### config.mk
export PLATFORM = sky130hd
export DESIGN_NAME = process_alarm_with_on_delay_core
export DESIGN_NICKNAME = d
export VERILOG_FILES = /design/src/rtl/core/pado_pkg.sv /design/src/rtl/core/pado_cond.sv /design/src/rtl/core/pado_timer.sv /design/src/rtl/core/process_alarm_with_on_delay_core.sv
export SDC_FILE = /design/constraint.sdc
export NUM_CORES = 1
export LEC_CHECK = 0
export ABC_CLOCK_PERIOD_IN_PS = 21500
export BUFFER_PORTS_ARGS = -buffer_cell sky130_fd_sc_hd__buf_2
export CAP_MARGIN = 10
export CORE_MARGIN = 2
export CORE_UTILIZATION = 55
export CTS_CLUSTER_SIZE = 40
export DETAILED_ROUTE_END_ITERATION = 10
export GPL_ROUTABILITY_DRIVEN = 0
export HOLD_SLACK_MARGIN = 0.12
export PLACE_DENSITY = 0.69
export SLEW_MARGIN = 20
export SYNTH_ARGS = -nofsm -noshare
export SYNTH_HDL_FRONTEND = slang
export SYNTH_HIERARCHICAL = 1
export SYNTH_SLANG_ARGS = --single-unit
### constraint.sdc
create_clock -name clk_i -period 21.5 [get_ports clk_i]
set_clock_uncertainty 0.05 [all_clocks]
set_input_delay 5.375 -clock clk_i [delete_from_list [all_inputs] [get_ports clk_i]]
set_output_delay 5.375 -clock clk_i [all_outputs]
set_load 0.03 [all_outputs]
### src/rtl/core/pado_pkg.sv
// ----------------------------------------------------------------------------
// pado_pkg
// Shared types and constants for the process alarm channel with on-delay.
// ----------------------------------------------------------------------------
package pado_pkg;

  // Width of the configuration registers and of the configuration index.
  localparam int unsigned CFG_DATA_W = 32;
  localparam int unsigned CFG_ADDR_W = 2;
  localparam int unsigned THRESH_W   = 32;
  localparam int unsigned DELAY_W    = 32;

  // One tenth in Q0.16, applied to the threshold in deviation mode.
  localparam logic signed [14:0] TENTH_MULT = 15'sd6554;
  localparam int unsigned        TENTH_SHIFT = 16;

  typedef enum logic [2:0] {
    MODE_HIGH      = 3'd0,
    MODE_LOW       = 3'd1,
    MODE_HIGH_HIGH = 3'd2,
    MODE_LOW_LOW   = 3'd3,
    MODE_RATE      = 3'd4,
    MODE_DEVIATION = 3'd5,
    MODE_BAD_QUAL  = 3'd6,
    MODE_NONE      = 3'd7
  } pado_mode_e;

  typedef enum logic [CFG_ADDR_W-1:0] {
    CFG_ENABLE    = 2'd0,
    CFG_MODE      = 2'd1,
    CFG_THRESHOLD = 2'd2,
    CFG_DELAY     = 2'd3
  } pado_cfg_idx_e;

  // Control handed from the evaluation stage to the timer.
  typedef struct packed {
    logic step;    // an item moves to the result register this cycle
    logic enable;  // channel enabled
    logic met;     // alarm condition holds for this item
  } pado_ctl_t;

endpackage

### src/rtl/core/pado_cond.sv
// ----------------------------------------------------------------------------
// pado_cond
// Alarm condition test for one sample, and the previous-sample register.
// ----------------------------------------------------------------------------
module pado_cond
  import pado_pkg::*;
#(
  parameter int unsigned VALUE_WIDTH = 32
) (
  input  logic                          clk_i,
  input  logic                          rst_ni,
  input  logic                          step_i,
  input  logic                          enable_i,
  input  pado_mode_e                    mode_i,
  input  logic signed [THRESH_W-1:0]    threshold_i,
  input  logic signed [VALUE_WIDTH-1:0] sample_i,
  output logic                          met_o
);

  // Common compare width: room for a difference and its magnitude.
  localparam int unsigned CW = ((VALUE_WIDTH > THRESH_W) ? VALUE_WIDTH : THRESH_W) + 2;
  localparam int unsigned PW = THRESH_W + 15;

  logic signed [VALUE_WIDTH-1:0] prev_q, prev_d;
  logic signed [CW-1:0]          v_c, t_c, last_c;
  logic signed [CW-1:0]          rate_diff, rate_abs, dev_diff, dev_abs, tenth_c;
  logic signed [PW-1:0]          prod;

  always_comb begin
    v_c       = CW'(sample_i);
    t_c       = CW'(threshold_i);
    last_c    = CW'(prev_q);
    rate_diff = v_c - last_c;
    rate_abs  = rate_diff[CW-1] ? -rate_diff : rate_diff;
    dev_diff  = v_c - t_c;
    dev_abs   = dev_diff[CW-1] ? -dev_diff : dev_diff;
    prod      = PW'(threshold_i) * PW'(TENTH_MULT);
    // Arithmetic shift right floors toward minus infinity.
    tenth_c   = CW'($signed(prod[PW-1:TENTH_SHIFT]));
  end

  always_comb begin
    case (mode_i)
      MODE_HIGH, MODE_HIGH_HIGH: met_o = v_c > t_c;
      MODE_LOW, MODE_LOW_LOW:    met_o = v_c < t_c;
      MODE_RATE:                 met_o = rate_abs > t_c;
      MODE_DEVIATION:            met_o = dev_abs > tenth_c;
      default:                   met_o = 1'b0;
    endcase
  end

  // The previous sample only follows the stream while the channel is enabled.
  assign prev_d = (step_i && enable_i) ? sample_i : prev_q;

  always_ff @(posedge clk_i or negedge rst_ni) begin
    if (!rst_ni) begin
      prev_q <= '0;
    end else begin
      prev_q <= prev_d;
    end
  end

endmodule

### src/rtl/core/pado_timer.sv
// ----------------------------------------------------------------------------
// pado_timer
// On-delay timer and alarm latch; produces the fired and active flags.
// ----------------------------------------------------------------------------
module pado_timer
  import pado_pkg::*;
#(
  parameter int unsigned TIME_WIDTH = 48
) (
  input  logic                  clk_i,
  input  logic                  rst_ni,
  input  pado_ctl_t             ctl_i,
  input  logic [TIME_WIDTH-1:0] now_i,
  input  logic [DELAY_W-1:0]    delay_i,
  output logic                  fired_o,
  output logic                  active_o
);

  logic [TIME_WIDTH-1:0] start_q, start_d, start_eff, elapsed;
  logic                  latch_q, latch_d;

  always_comb begin
    // A start time of zero marks the timer as idle.
    start_eff = (start_q == '0) ? now_i : start_q;
    elapsed   = now_i - start_eff;
    start_d   = start_q;
    latch_d   = latch_q;
    fired_o   = 1'b0;
    if (!ctl_i.enable || !ctl_i.met) begin
      start_d = '0;
      latch_d = 1'b0;
    end else begin
      start_d = start_eff;
      if (elapsed >= TIME_WIDTH'(delay_i) && !latch_q) begin
        latch_d = 1'b1;
        fired_o = 1'b1;
      end
    end
    active_o = latch_d;
  end

  always_ff @(posedge clk_i or negedge rst_ni) begin
    if (!rst_ni) begin
      start_q <= '0;
      latch_q <= 1'b0;
    end else if (ctl_i.step) begin
      start_q <= start_d;
      latch_q <= latch_d;
    end
  end

  fired_needs_clear_latch: assert property (@(posedge clk_i) disable iff (!rst_ni)
    (ctl_i.step && fired_o) |-> !latch_q)
    else $error("alarm fired while the latch was already set");

  disabled_clears_timer: assert property (@(posedge clk_i) disable iff (!rst_ni)
    (ctl_i.step && !ctl_i.enable) |=> (start_q == '0 && !latch_q))
    else $error("timer or latch kept state on a disabled item");

  latch_has_running_timer: assert property (@(posedge clk_i) disable iff (!rst_ni)
    (ctl_i.step && latch_d && ctl_i.met && now_i != '0 && start_q == '0) |=> start_q != '0)
    else $error("timer start lost when the alarm latched");

endmodule

### src/rtl/core/process_alarm_with_on_delay_core.sv
// ----------------------------------------------------------------------------
// process_alarm_with_on_delay_core
// One process-alarm channel: mode test of each sample, on-delay timer, latch.
// An accepted item waits in the input register until the result register is
// free. Throughput: one item per cycle while the result stream is not stalled;
// the condition test and timer update fit in one register-to-register stage.
// Reset clears the configuration, previous sample, timer and latch.
// ----------------------------------------------------------------------------
module process_alarm_with_on_delay_core
  import pado_pkg::*;
#(
  parameter int unsigned VALUE_WIDTH = 32,
  parameter int unsigned TIME_WIDTH  = 48
) (
  input  logic                  clk_i,
  input  logic                  rst_ni,
  // Configuration write port.
  input  logic                  cfg_we_i,
  input  logic [CFG_ADDR_W-1:0] cfg_addr_i,
  input  logic [CFG_DATA_W-1:0] cfg_wdata_i,
  // Sample stream.
  input  logic                  s_axis_tvalid_i,
  output logic                  s_axis_tready_o,
  // Fields from bit 0: sample, time_ms, zero padding.
  input  logic [((VALUE_WIDTH+TIME_WIDTH+7)/8)*8-1:0] s_axis_tdata_i,
  // Result stream.
  output logic                  m_axis_tvalid_o,
  input  logic                  m_axis_tready_i,
  // Fields from bit 0: fired, active, zero padding.
  output logic [7:0]            m_axis_tdata_o
);

  // Configuration registers.
  logic                       enable_q;
  pado_mode_e                 mode_q;
  logic signed [THRESH_W-1:0] threshold_q;
  logic [DELAY_W-1:0]         delay_q;

  always_ff @(posedge clk_i or negedge rst_ni) begin
    if (!rst_ni) begin
      enable_q    <= 1'b0;
      mode_q      <= MODE_HIGH;
      threshold_q <= '0;
      delay_q     <= '0;
    end else if (cfg_we_i) begin
      unique case (pado_cfg_idx_e'(cfg_addr_i))
        CFG_ENABLE:    enable_q    <= cfg_wdata_i[0];
        CFG_MODE:      mode_q      <= pado_mode_e'(cfg_wdata_i[2:0]);
        CFG_THRESHOLD: threshold_q <= cfg_wdata_i[THRESH_W-1:0];
        CFG_DELAY:     delay_q     <= cfg_wdata_i[DELAY_W-1:0];
        default: ;
      endcase
    end
  end

  // Input register and result register with valid flags.
  logic                          in_vld_q;
  logic signed [VALUE_WIDTH-1:0] sample_q;
  logic [TIME_WIDTH-1:0]         time_q;
  logic                          out_vld_q;
  logic [1:0]                    out_data_q;
  logic                          out_free, step, in_take;
  logic                          met, fired, active;
  pado_ctl_t                     ctl;

  assign out_free        = !out_vld_q || m_axis_tready_i;
  assign step            = in_vld_q && out_free;
  assign s_axis_tready_o = !in_vld_q || out_free;
  assign in_take         = s_axis_tvalid_i && s_axis_tready_o;

  always_ff @(posedge clk_i or negedge rst_ni) begin
    if (!rst_ni) begin
      in_vld_q  <= 1'b0;
      out_vld_q <= 1'b0;
    end else begin
      if (in_take) begin
        in_vld_q <= 1'b1;
      end else if (step) begin
        in_vld_q <= 1'b0;
      end
      if (step) begin
        out_vld_q <= 1'b1;
      end else if (m_axis_tready_i) begin
        out_vld_q <= 1'b0;
      end
    end
  end

  always_ff @(posedge clk_i) begin
    if (in_take) begin
      sample_q <= s_axis_tdata_i[VALUE_WIDTH-1:0];
      time_q   <= s_axis_tdata_i[VALUE_WIDTH+TIME_WIDTH-1:VALUE_WIDTH];
    end
    if (step) begin
      out_data_q <= {active, fired};
    end
  end

  pado_cond #(
    .VALUE_WIDTH(VALUE_WIDTH)
  ) u_cond (
    .clk_i      (clk_i),
    .rst_ni     (rst_ni),
    .step_i     (step),
    .enable_i   (enable_q),
    .mode_i     (mode_q),
    .threshold_i(threshold_q),
    .sample_i   (sample_q),
    .met_o      (met)
  );

  assign ctl.step   = step;
  assign ctl.enable = enable_q;
  assign ctl.met    = met;

  pado_timer #(
    .TIME_WIDTH(TIME_WIDTH)
  ) u_timer (
    .clk_i   (clk_i),
    .rst_ni  (rst_ni),
    .ctl_i   (ctl),
    .now_i   (time_q),
    .delay_i (delay_q),
    .fired_o (fired),
    .active_o(active)
  );

  assign m_axis_tvalid_o = out_vld_q;
  assign m_axis_tdata_o  = {6'b0, out_data_q};

  fired_implies_active: assert property (@(posedge clk_i) disable iff (!rst_ni)
    out_vld_q |-> !(out_data_q[0] && !out_data_q[1]))
    else $error("fired result without an active latch");

  disabled_gives_zero: assert property (@(posedge clk_i) disable iff (!rst_ni)
    (step && !enable_q) |=> (out_data_q == 2'b00))
    else $error("disabled channel produced a nonzero result");

  no_loss_on_stall: assert property (@(posedge clk_i) disable iff (!rst_ni)
    (out_vld_q && !m_axis_tready_i) |-> !step)
    else $error("result register overwritten while stalled");

  input_never_dropped: assert property (@(posedge clk_i) disable iff (!rst_ni)
    (in_vld_q && !step) |=> in_vld_q)
    else $error("pending item lost from the input register");

endmodule
==> flow_summary.toml, run 1 <==
[timing]
min_period_over_period_pct = 52.48
finalMaxSlewViolations = 0
fin_crit_ps = 11280
rsz0062_at_grt = "no"
tightest_slew_ps = 1027
fin_setup_tns_ps = 0
hold_viol = 0
finalSetupViolations = 0
setup_ws_ps = 10220
slew_headroom_pct = 31.51
max_freq_mhz = 88.63

[clock_network]
cts_hold_buf = 0
cts_tree = "built"
clock-sinks = 233
cts_root_buf = "clkbuf_16"
htreeDepth = 1
post_cts_buffers = 0
cts_made_buffers = 26
clk_path_buf_depth = 3
clk_latency_ps = 560
path_clk_slew_ps = 60
ctsResizeCount = 0

[drt]
vias = 21670
post_drt_wl_per_cell_um = 19.64
route.detailed.drc = 0
viasPerCell = 6.017
firstDrtPassIters = 6
drt_wl_total_um = 70740
drtIter0Drc = 1578
ant_nets = 0

[die]
rows = 80
dieHeight_um = 222.9
initial_core_util_pct = 55.41
pin_count = 129
coreArea_mm2 = 0.04755
die-area_mm2 = 0.04966
die_w_um = 222.9

[yosys]
async_flop_share_pct = 64.81
synth_xor_area_share_pct = 5.852
synth.top_cell.area_share_pct = 15.96
avgSynthCellArea_um2 = 9.118
syn_inst = 2889
ys_warn_count = 6
ys_types = 107
yosys.area.top_type = "ha_1"
synth_top_family_by_area = "adder cells"
synth_edf_count = 82
synth_compound_area_share_pct = 17.33
muxShareOfSynthArea_pct = 5.253
synthesis.area_mm2 = 0.02634
synth_adder_area_share_pct = 26.67
ys.flop_type = "dfrtp_1"
synthSimpleGateAreaFrac_pct = 13.28
seq_area_frac_synth_pct = 23.69
yosys-top-cells-area = "ha_1, dfrtp_1, fa_1, edfxtp_1, inv_1"
ys_ff_latch = 233

[global_routing]
grt_pass1_vias = 21430
grt_util_all_layers_pct = 28.51
grt_pass1_wl_um = 113300
grt_max_degree = 88
antenna_found_initial = 0
grt_overflow = 0

[finish]
n_antenna_cell = 0
final_nets = 3562
layout-drive-gt1-share_pct = 10.85
syn_to_final_growth_pct = 7.267

[critical_path]
start_kind = "input port"
worstSetupEndpointType = "output port"
path_max_fanout = 3
path_class = "input port to output port"
crit_required_ps = 16080
critPathArrivalTime_ps = 5860

[placed_design]
post-place-ws_ps = 10220
dpl.hpwl_um = 58570
portBuffers = 122

[flow_run]
maxCapViolCount = 0

[outcome]
status = "finished clean"

[worst_hold_path]
hold_path_class = "flop to flop"
[layout make-up]
cell class / count / area [µm²]
Tap cell: 615 / 769.5
Fill cell: 4127 / 19290
Timing Repair Buffer: 131 / 684.4
Inverter: 426 / 1599
Clock buffer: 31 / 690.7
Sequential cell: 233 / 6241
Multi-Input combinational cell: 2148 / 18060
Clock inverter: 17 / 207.7
[stage by stage]
stage               instance area [µm²]  hold WS [ps]  cells  utilization, %
floorplan                         26370         399.0   2895               -
global placement                  27350         416.5   3553           57.53
finish                            28260         452.8   3601           59.43
CTS                               28250         452.3   3601           59.42
detailed placement                27350         438.5   3553           57.53
global route                      28260         465.1   3601           59.43
[cell usage in the layout, fill, tap and decap left out, types with 12 or more instances in the layout]
master	count
mux2_2	44
o211ai_1	20
fa_1	141
xor2_1	65
nand2b_1	22
dfrtp_1	151
xnor2_1	111
o21ai_0	114
a21oi_1	232
mux2_1	30
clkbuf_16	27
o21ai_1	14
and3_1	19
buf_2	121
o22ai_1	48
inv_1	425
a211oi_1	20
or2_2	12
nand3_1	55
nand2_1	166
nor2_1	143
ha_1	336
edfxtp_1	82
nor2b_1	16
a31oi_1	22
o21a_1	23
o31ai_1	14
nor4_1	39
mux2_4	30
a21o_1	65
nor3_1	41
o21bai_1	18
and2_1	15
nand4_1	69
[synthesized netlist by cell type, drive strengths merged (16+ instances only)]
cell	n
o22ai	48
and3	20
ha	336
nor2	144
nor3	46
o21ai	129
xnor2	111
o21bai	18
xor2	65
and2	17
fa	141
edfxtp	82
o21a	23
nor4	43
a211oi	23
inv	426
nand3	57
clkbuf	39
buf	48
nand4	72
a21oi	243
nor2b	16
nand2b	22
dfrtp	151
a21o	65
o211ai	20
nand2	170
a31oi	22
mux2	104
[worst max-delay path, stage by stage]
cell	delay [ps]
buf_2	100
nand3b_1	180
buf_2	200
[logic make-up (layout without fill, tap and decap cells)]
kind of cell               after synthesis  in the layout
AOI/OAI and AO/OA                      703            703
and+or+nand+nor                        670            670
buffers and inverters                  514            605
adders and majority gates              477            477
DFF                                    233            233
xor gates and xnor gates               176            176
muxes                                  114            114
other                                    2              8
[layer usage]
metal	up-vias	track usage, %	wire [µm]
met5	-	0	0
met4	0	10.59	2783
met2	673	46.39	32200
met1	10500	39.00	31660
met3	118	3.753	4093
li1	10370	-	-
[flip-flops by register name (all words and copies together) (netlist names)]
signal,cells
u_timer/start_q,48
sample_q,32
threshold_q,32
delay_q,32
m_axis_tvalid_o,1
u_cond/prev_q,32
time_q,48
u_timer/latch_q,1
in_vld_q,1
mode_q,3
enable_q,1
out_data_q,2
[path summary, 6_finish.rpt]
check / slack (ps) / to / depth (start not counted) / start
max: 10220 / s_axis_tready_o / 3 / m_axis_tready_i
min: 450 / u_cond/prev_q[15] / 1 / u_cond/prev_q[15]
max reg2reg: 12370 / u_timer/latch_q / 31 / threshold_q[0]
min reg2reg: 450 / u_cond/prev_q[15] / 1 / u_cond/prev_q[15]
max in group asynchronous: 15190 / threshold_q[29] / 2 / rst_ni
min in group asynchronous: 4840 / u_cond/prev_q[20] / 1 / rst_ni
Power of run 1 is left out: the tool's default activity adds up to more than one toggle a clock period on the data nets, which glitch-free logic cannot reach.
==> run 2: changes to the inputs <==
ABC_AREA = 1   (was not set)
ABC_CLOCK_PERIOD_IN_PS = 10400   (was 21500)
PLACE_DENSITY = 0.68   (was 0.69)
clock period = 10.4 ns   (was 21.5 ns; I/O delays follow)
==> run 2 against run 1 <==
Sequential cell count stayed put. Core utilization hardly changed. Highest routed layer unchanged. Largest cell class unchanged. Die area grew 7.7%. Final cell count grew 32%. Synthesized cell count rose by 37%.
==> flow_summary.toml, run 2 <==
[finish]
reg_top3 = "time_q (48), u_timer/start_q (48)"
final_nets = 4658
fill_cells = 4918
layout_common_cells = "nand2_1, inv_1, ha_1, nor2_1, a21oi_1"
regArea_mm2 = 0.006241
layout_commonest_cell = "nand2_1"
syn_to_final_growth_pct = 7.146
n_antenna_cell = 0
multi_input_area_mm2 = 0.01884
layout-drive-gt1-share_pct = 8.239

[die]
die_w_um = 231.3
die-area_mm2 = 0.05350
rows = 83
pin_count = 129
dieHeight_um = 231.3
coreArea_mm2 = 0.05120
initial_core_util_pct = 55.50

[clock_network]
cts_hold_buf = 0
post_cts_buffers = 0
clk_latency_ps = 530
htreeDepth = 1
cts_root_buf = "clkbuf_16"
cts_made_buffers = 22
cts_tree = "built"
clk_path_buf_depth = 3
path_clk_slew_ps = 70
ctsResizeCount = 0
clock-sinks = 233

[drt]
route.detailed.drc = 0
ant_nets = 0
post_drt_wl_per_cell_um = 16.25
drtIter0Drc = 1567
firstDrtPassIters = 6
vias = 25150
viasPerCell = 5.285
drt_wl_total_um = 77320

[flow_run]
maxCapViolCount = 0

[critical_path]
start_kind = "flop"
slowest_delay_ps = 700
crit_slowest_cell = "nand2_1"
path_max_fanout = 27
path_class = "flop to flop"
critPathArrivalTime_ps = 8980
cp_common_cell = "nand2_1"
crit_required_ps = 10730
worstSetupEndpointType = "flop"

[timing]
tightest_slew_ps = 1046
rsz0062_at_grt = "no"
finalSetupViolations = 0
max_freq_mhz = 115.7
hold_viol = 0
min_period_over_period_pct = 83.13
finalMaxSlewViolations = 0
fin_crit_ps = 8646
fin_setup_tns_ps = 0
slew_headroom_pct = 30.29

[yosys]
synth_edf_count = 82
synth_commonest_cells = "nand2_1, inv_1, ha_1, nor2_1, a21oi_1"
ys_types = 62
seq_area_frac_synth_pct = 21.96
avgSynthCellArea_um2 = 7.165
ys_warn_count = 6
synth.top_cell.area_share_pct = 14.79
synthesis.area_mm2 = 0.02842
yosysMostFrequentCell = "nand2_1"
yosys.area.top_type = "ha_1"
ys_ff_latch = 233
async_flop_share_pct = 64.81
syn_inst = 3966
ys.flop_type = "dfrtp_1"
yosys-top-cells-area = "ha_1, nand2_1, dfrtp_1, inv_1, fa_1"

[global_routing]
grt_max_degree = 85
grt_overflow = 0
grt_util_all_layers_pct = 28.86
grt_pass1_wl_um = 123000
gr-usage-met3_pct = 2.018
antenna_found_initial = 0
use_met1_pct = 36.63
grt_pass1_vias = 24390
grt_use_met2_pct = 51.35
top_usage_layer = "met2"

[placed_design]
portBuffers = 122
dpl.hpwl_um = 65770

[worst_hold_path]
hold_path_class = "flop to flop"

[outcome]
status = "finished clean"
run 2: cell count changes after synthesis, sizes merged, moves of 60 or more:
cell,delta
a21o,-60
nand3,+89
mux2,-104
inv,+381
nor2,+179
nand2,+896
xnor2,-66
nand4,+60
run 2: worst max-delay path: cells and delay by family, from the launching register on:
family          cells  cell delay [ps]
simple gates       20             2240
compound gates     10             1950
flops               1              490
buf+inv             6              580
xor+xnor            2              390
fa+ha+maj           7             2770
run 2: path summary, 6_finish.rpt:
path	from	end	slack, ps	cells after the start
max	threshold_q[4]	u_timer/start_q[10]	1750	45
min	delay_q[22]	delay_q[22]	430	2
max reg2reg	threshold_q[4]	u_timer/start_q[10]	1750	45
min reg2reg	delay_q[22]	delay_q[22]	430	2
max in group asynchronous	rst_ni	threshold_q[1]	6820	2
min in group asynchronous	rst_ni	u_timer/start_q[38]	2090	1
run 2: cell families (layout without fill, tap and decap cells):
family	count (synthesis)	in the layout	synth area share [%]
compound gates	481	481	9.625
xor+xnor	157	157	4.865
fa+ha+maj	477	477	24.73
buf+inv	875	981	11.88
flops	233	233	21.96
mux	2	2	0.07045
other cells	2	8	0.02643
simple gates	1739	1739	26.85
run 2: routing by layer:
| metal | vias up | wire (µm) |
|---|---|---|
| met2 | 620 | 37310 |
| met1 | 11550 | 33730 |
| met5 | - | 0 |
| li1 | 12830 | - |
| met4 | 0 | 3162 |
| met3 | 156 | 3114 |
run 2: area by class of cell:
class | instances | area share (%)
clock buffer | 27 | 2.145
clock inverter | 13 | 0.3822
inverter | 808 | 9.965
multi-input combinational | 2864 | 61.88
sequential | 233 | 20.50
tap | 680 | 2.794
timing repair buffer | 133 | 2.338
run 2: stage by stage:
step | std cells | setup WS [ps] | instance area, µm² | utilization, % | hold WS, ps
floorplan | 3972 | 3049 | 28440 | - | 397.2
global placement | 4718 | 1833 | 29680 | 57.97 | 416.9
detailed placement | 4718 | 1740 | 29680 | 57.97 | 416.9
CTS | 4758 | 1723 | 30450 | 59.47 | 437.7
global route | 4758 | 941.5 | 30450 | 59.47 | 450.6
finish | 4758 | 1754 | 30450 | 59.47 | 432.7
Power of run 2 is left out for the same reason.
==> run 3: changes to the inputs <==
ABC_CLOCK_PERIOD_IN_PS = 8400   (was 10400)
clock period = 8.4 ns   (was 10.4 ns; I/O delays follow)
==> run 3 against run 2 <==
Die area unchanged. Largest cell class unchanged. Critical endpoint is now u_timer/latch_q. Sequential share of layout area fell by 0.095 points. Sequential cell count did not move. Worst hold slack lost 3.4 ps. Global-route usage rose by 0.23 points.
==> flow_summary.toml, run 3 (synthesized netlist as in run 2, its figures left out) <==
[outcome]
status = "finished clean"

[clock_network]
clk_latency_ps = 560
clock-sinks = 233
clk_path_buf_depth = 3
path_clk_slew_ps = 70
cts_made_buffers = 25
htreeDepth = 1
cts_tree = "built"
cts_root_buf = "clkbuf_16"
cts_hold_buf = 0

[critical_path]
path_max_fanout = 24
reg2reg_to = "u_timer/latch_q"
reg2reg_depth = 47
worst-path-buf-inv = 7
slowest_delay_ps = 540
r2r_start = "threshold_q[3]"
crit_start = "threshold_q[3]"
crit_cells = 47
start_kind = "flop"
crit_required_ps = 8790
path_class = "flop to flop"
worstSetupEndpointType = "flop"
rrSetupSlack_ps = 600
critPathArrivalTime_ps = 8190
cp_common_cell = "nand2_1"
crit_slowest_cell = "fa_1"
crit_path_end = "u_timer/latch_q"
path_delay_family = "adder cells"

[timing]
max_freq_mhz = 128.3
min_period_over_period_pct = 92.81
rsz0062_at_grt = "no"
finalMaxSlewViolations = 0
tightest_slew_ps = 972.3
finalSetupViolations = 0
fin_crit_ps = 7796
slew_headroom_pct = 35.11
hold_viol = 0
fin_setup_tns_ps = 0

[drt]
drt_wl_total_um = 77950
route.detailed.drc = 0
drtIter0Drc = 1495
met1Wirelength_um = 33950
firstDrtPassIters = 5
wl_met2_um = 37330
post_drt_wl_per_cell_um = 16.33
ant_nets = 0
viasPerCell = 5.285
vias = 25230
wl_met3_um = 3023
highest_layer = "met4"

[global_routing]
antenna_found_initial = 0
grt_overflow = 0
grt_max_degree = 85
grt_pass1_vias = 24530
grt_util_all_layers_pct = 29.09
grt_pass1_wl_um = 123800

[die]
die-area_mm2 = 0.05350
coreArea_mm2 = 0.05120
pin_count = 129
rows = 83
dieHeight_um = 231.3
initial_core_util_pct = 55.50
die_w_um = 231.3

[placed_design]
portBuffers = 122
dpl.hpwl_um = 66050

[finish]
final_nets = 4670
fin_util_pct = 59.74
syn_to_final_growth_pct = 7.644
reg_top3 = "time_q (48), u_timer/start_q (48)"
n_antenna_cell = 0
layout-drive-gt1-share_pct = 8.527
layout_commonest_cell = "nand2_1"
layout_common_cells = "nand2_1, inv_1, ha_1, nor2_1, a21oi_1"

[worst_hold_path]
hold_path_class = "flop to flop"
min_from = "delay_q[21]"

[flow_run]
maxCapViolCount = 0
run 3: worst min path at each step:
stage                      end  slack [ps]  cells past startpoint
6_report           delay_q[21]         430                      2
4_1_cts             delay_q[2]         430                      2
3_5_place_dp       delay_q[26]         420                      2
3_3_place_gp       delay_q[12]         420                      2
5_1_grt            delay_q[21]         450                      2
2_1_floorplan  m_axis_tvalid_o         400                      2
run 3: final cells by class:
| type | instances | area [µm²] |
|---|---|---|
| Fill cell | 4932 | 20610 |
| Multi-Input combinational cell | 2864 | 18870 |
| Sequential cell | 233 | 6241 |
| Inverter | 808 | 3034 |
| Tap cell | 680 | 850.8 |
| Timing Repair Buffer | 142 | 817.0 |
| Clock buffer | 35 | 693.2 |
| Clock inverter | 11 | 81.33 |
run 3: what timing repair did:
item,CTS,global route
endpoints found under the setup margin,0,51
setup buffers,0,0
gates resized for setup,0,8
run 3: through the flow:
stage          instances  setup slack [ps]  hold WS, ps  area (µm²)
2_1_floorplan       3972              1049        397.2       28440
3_3_place_gp        4725             426.2        417.2       29730
3_5_place_dp        4725             368.6        415.4       29730
4_1_cts             4771             324.5        433.5       30500
5_1_grt             4773             9.407        454.1       30590
6_report            4773             603.7        429.3       30590
run 3: layer usage:
| metal | vias to the layer above | track usage (%) |
|---|---|---|
| met4 | 0 | 12.48 |
| li1 | 12820 | - |
| met1 | 11580 | 37.32 |
| met3 | 176 | 1.649 |
| met5 | - | 0 |
| met2 | 657 | 50.89 |
run 3: worst reg2reg max path, delay by kind of cell, from the launching register on:
kind / cells / cell delay, ps
buffers and inverters: 7 / 590
AND/OR/NAND/NOR: 21 / 1720
AO/OA/AOI/OAI: 10 / 1660
flip-flops: 1 / 470
adder cells (fa/ha/maj): 7 / 2820
XOR/XNOR: 2 / 380
Power of run 3 is left out for the same reason.
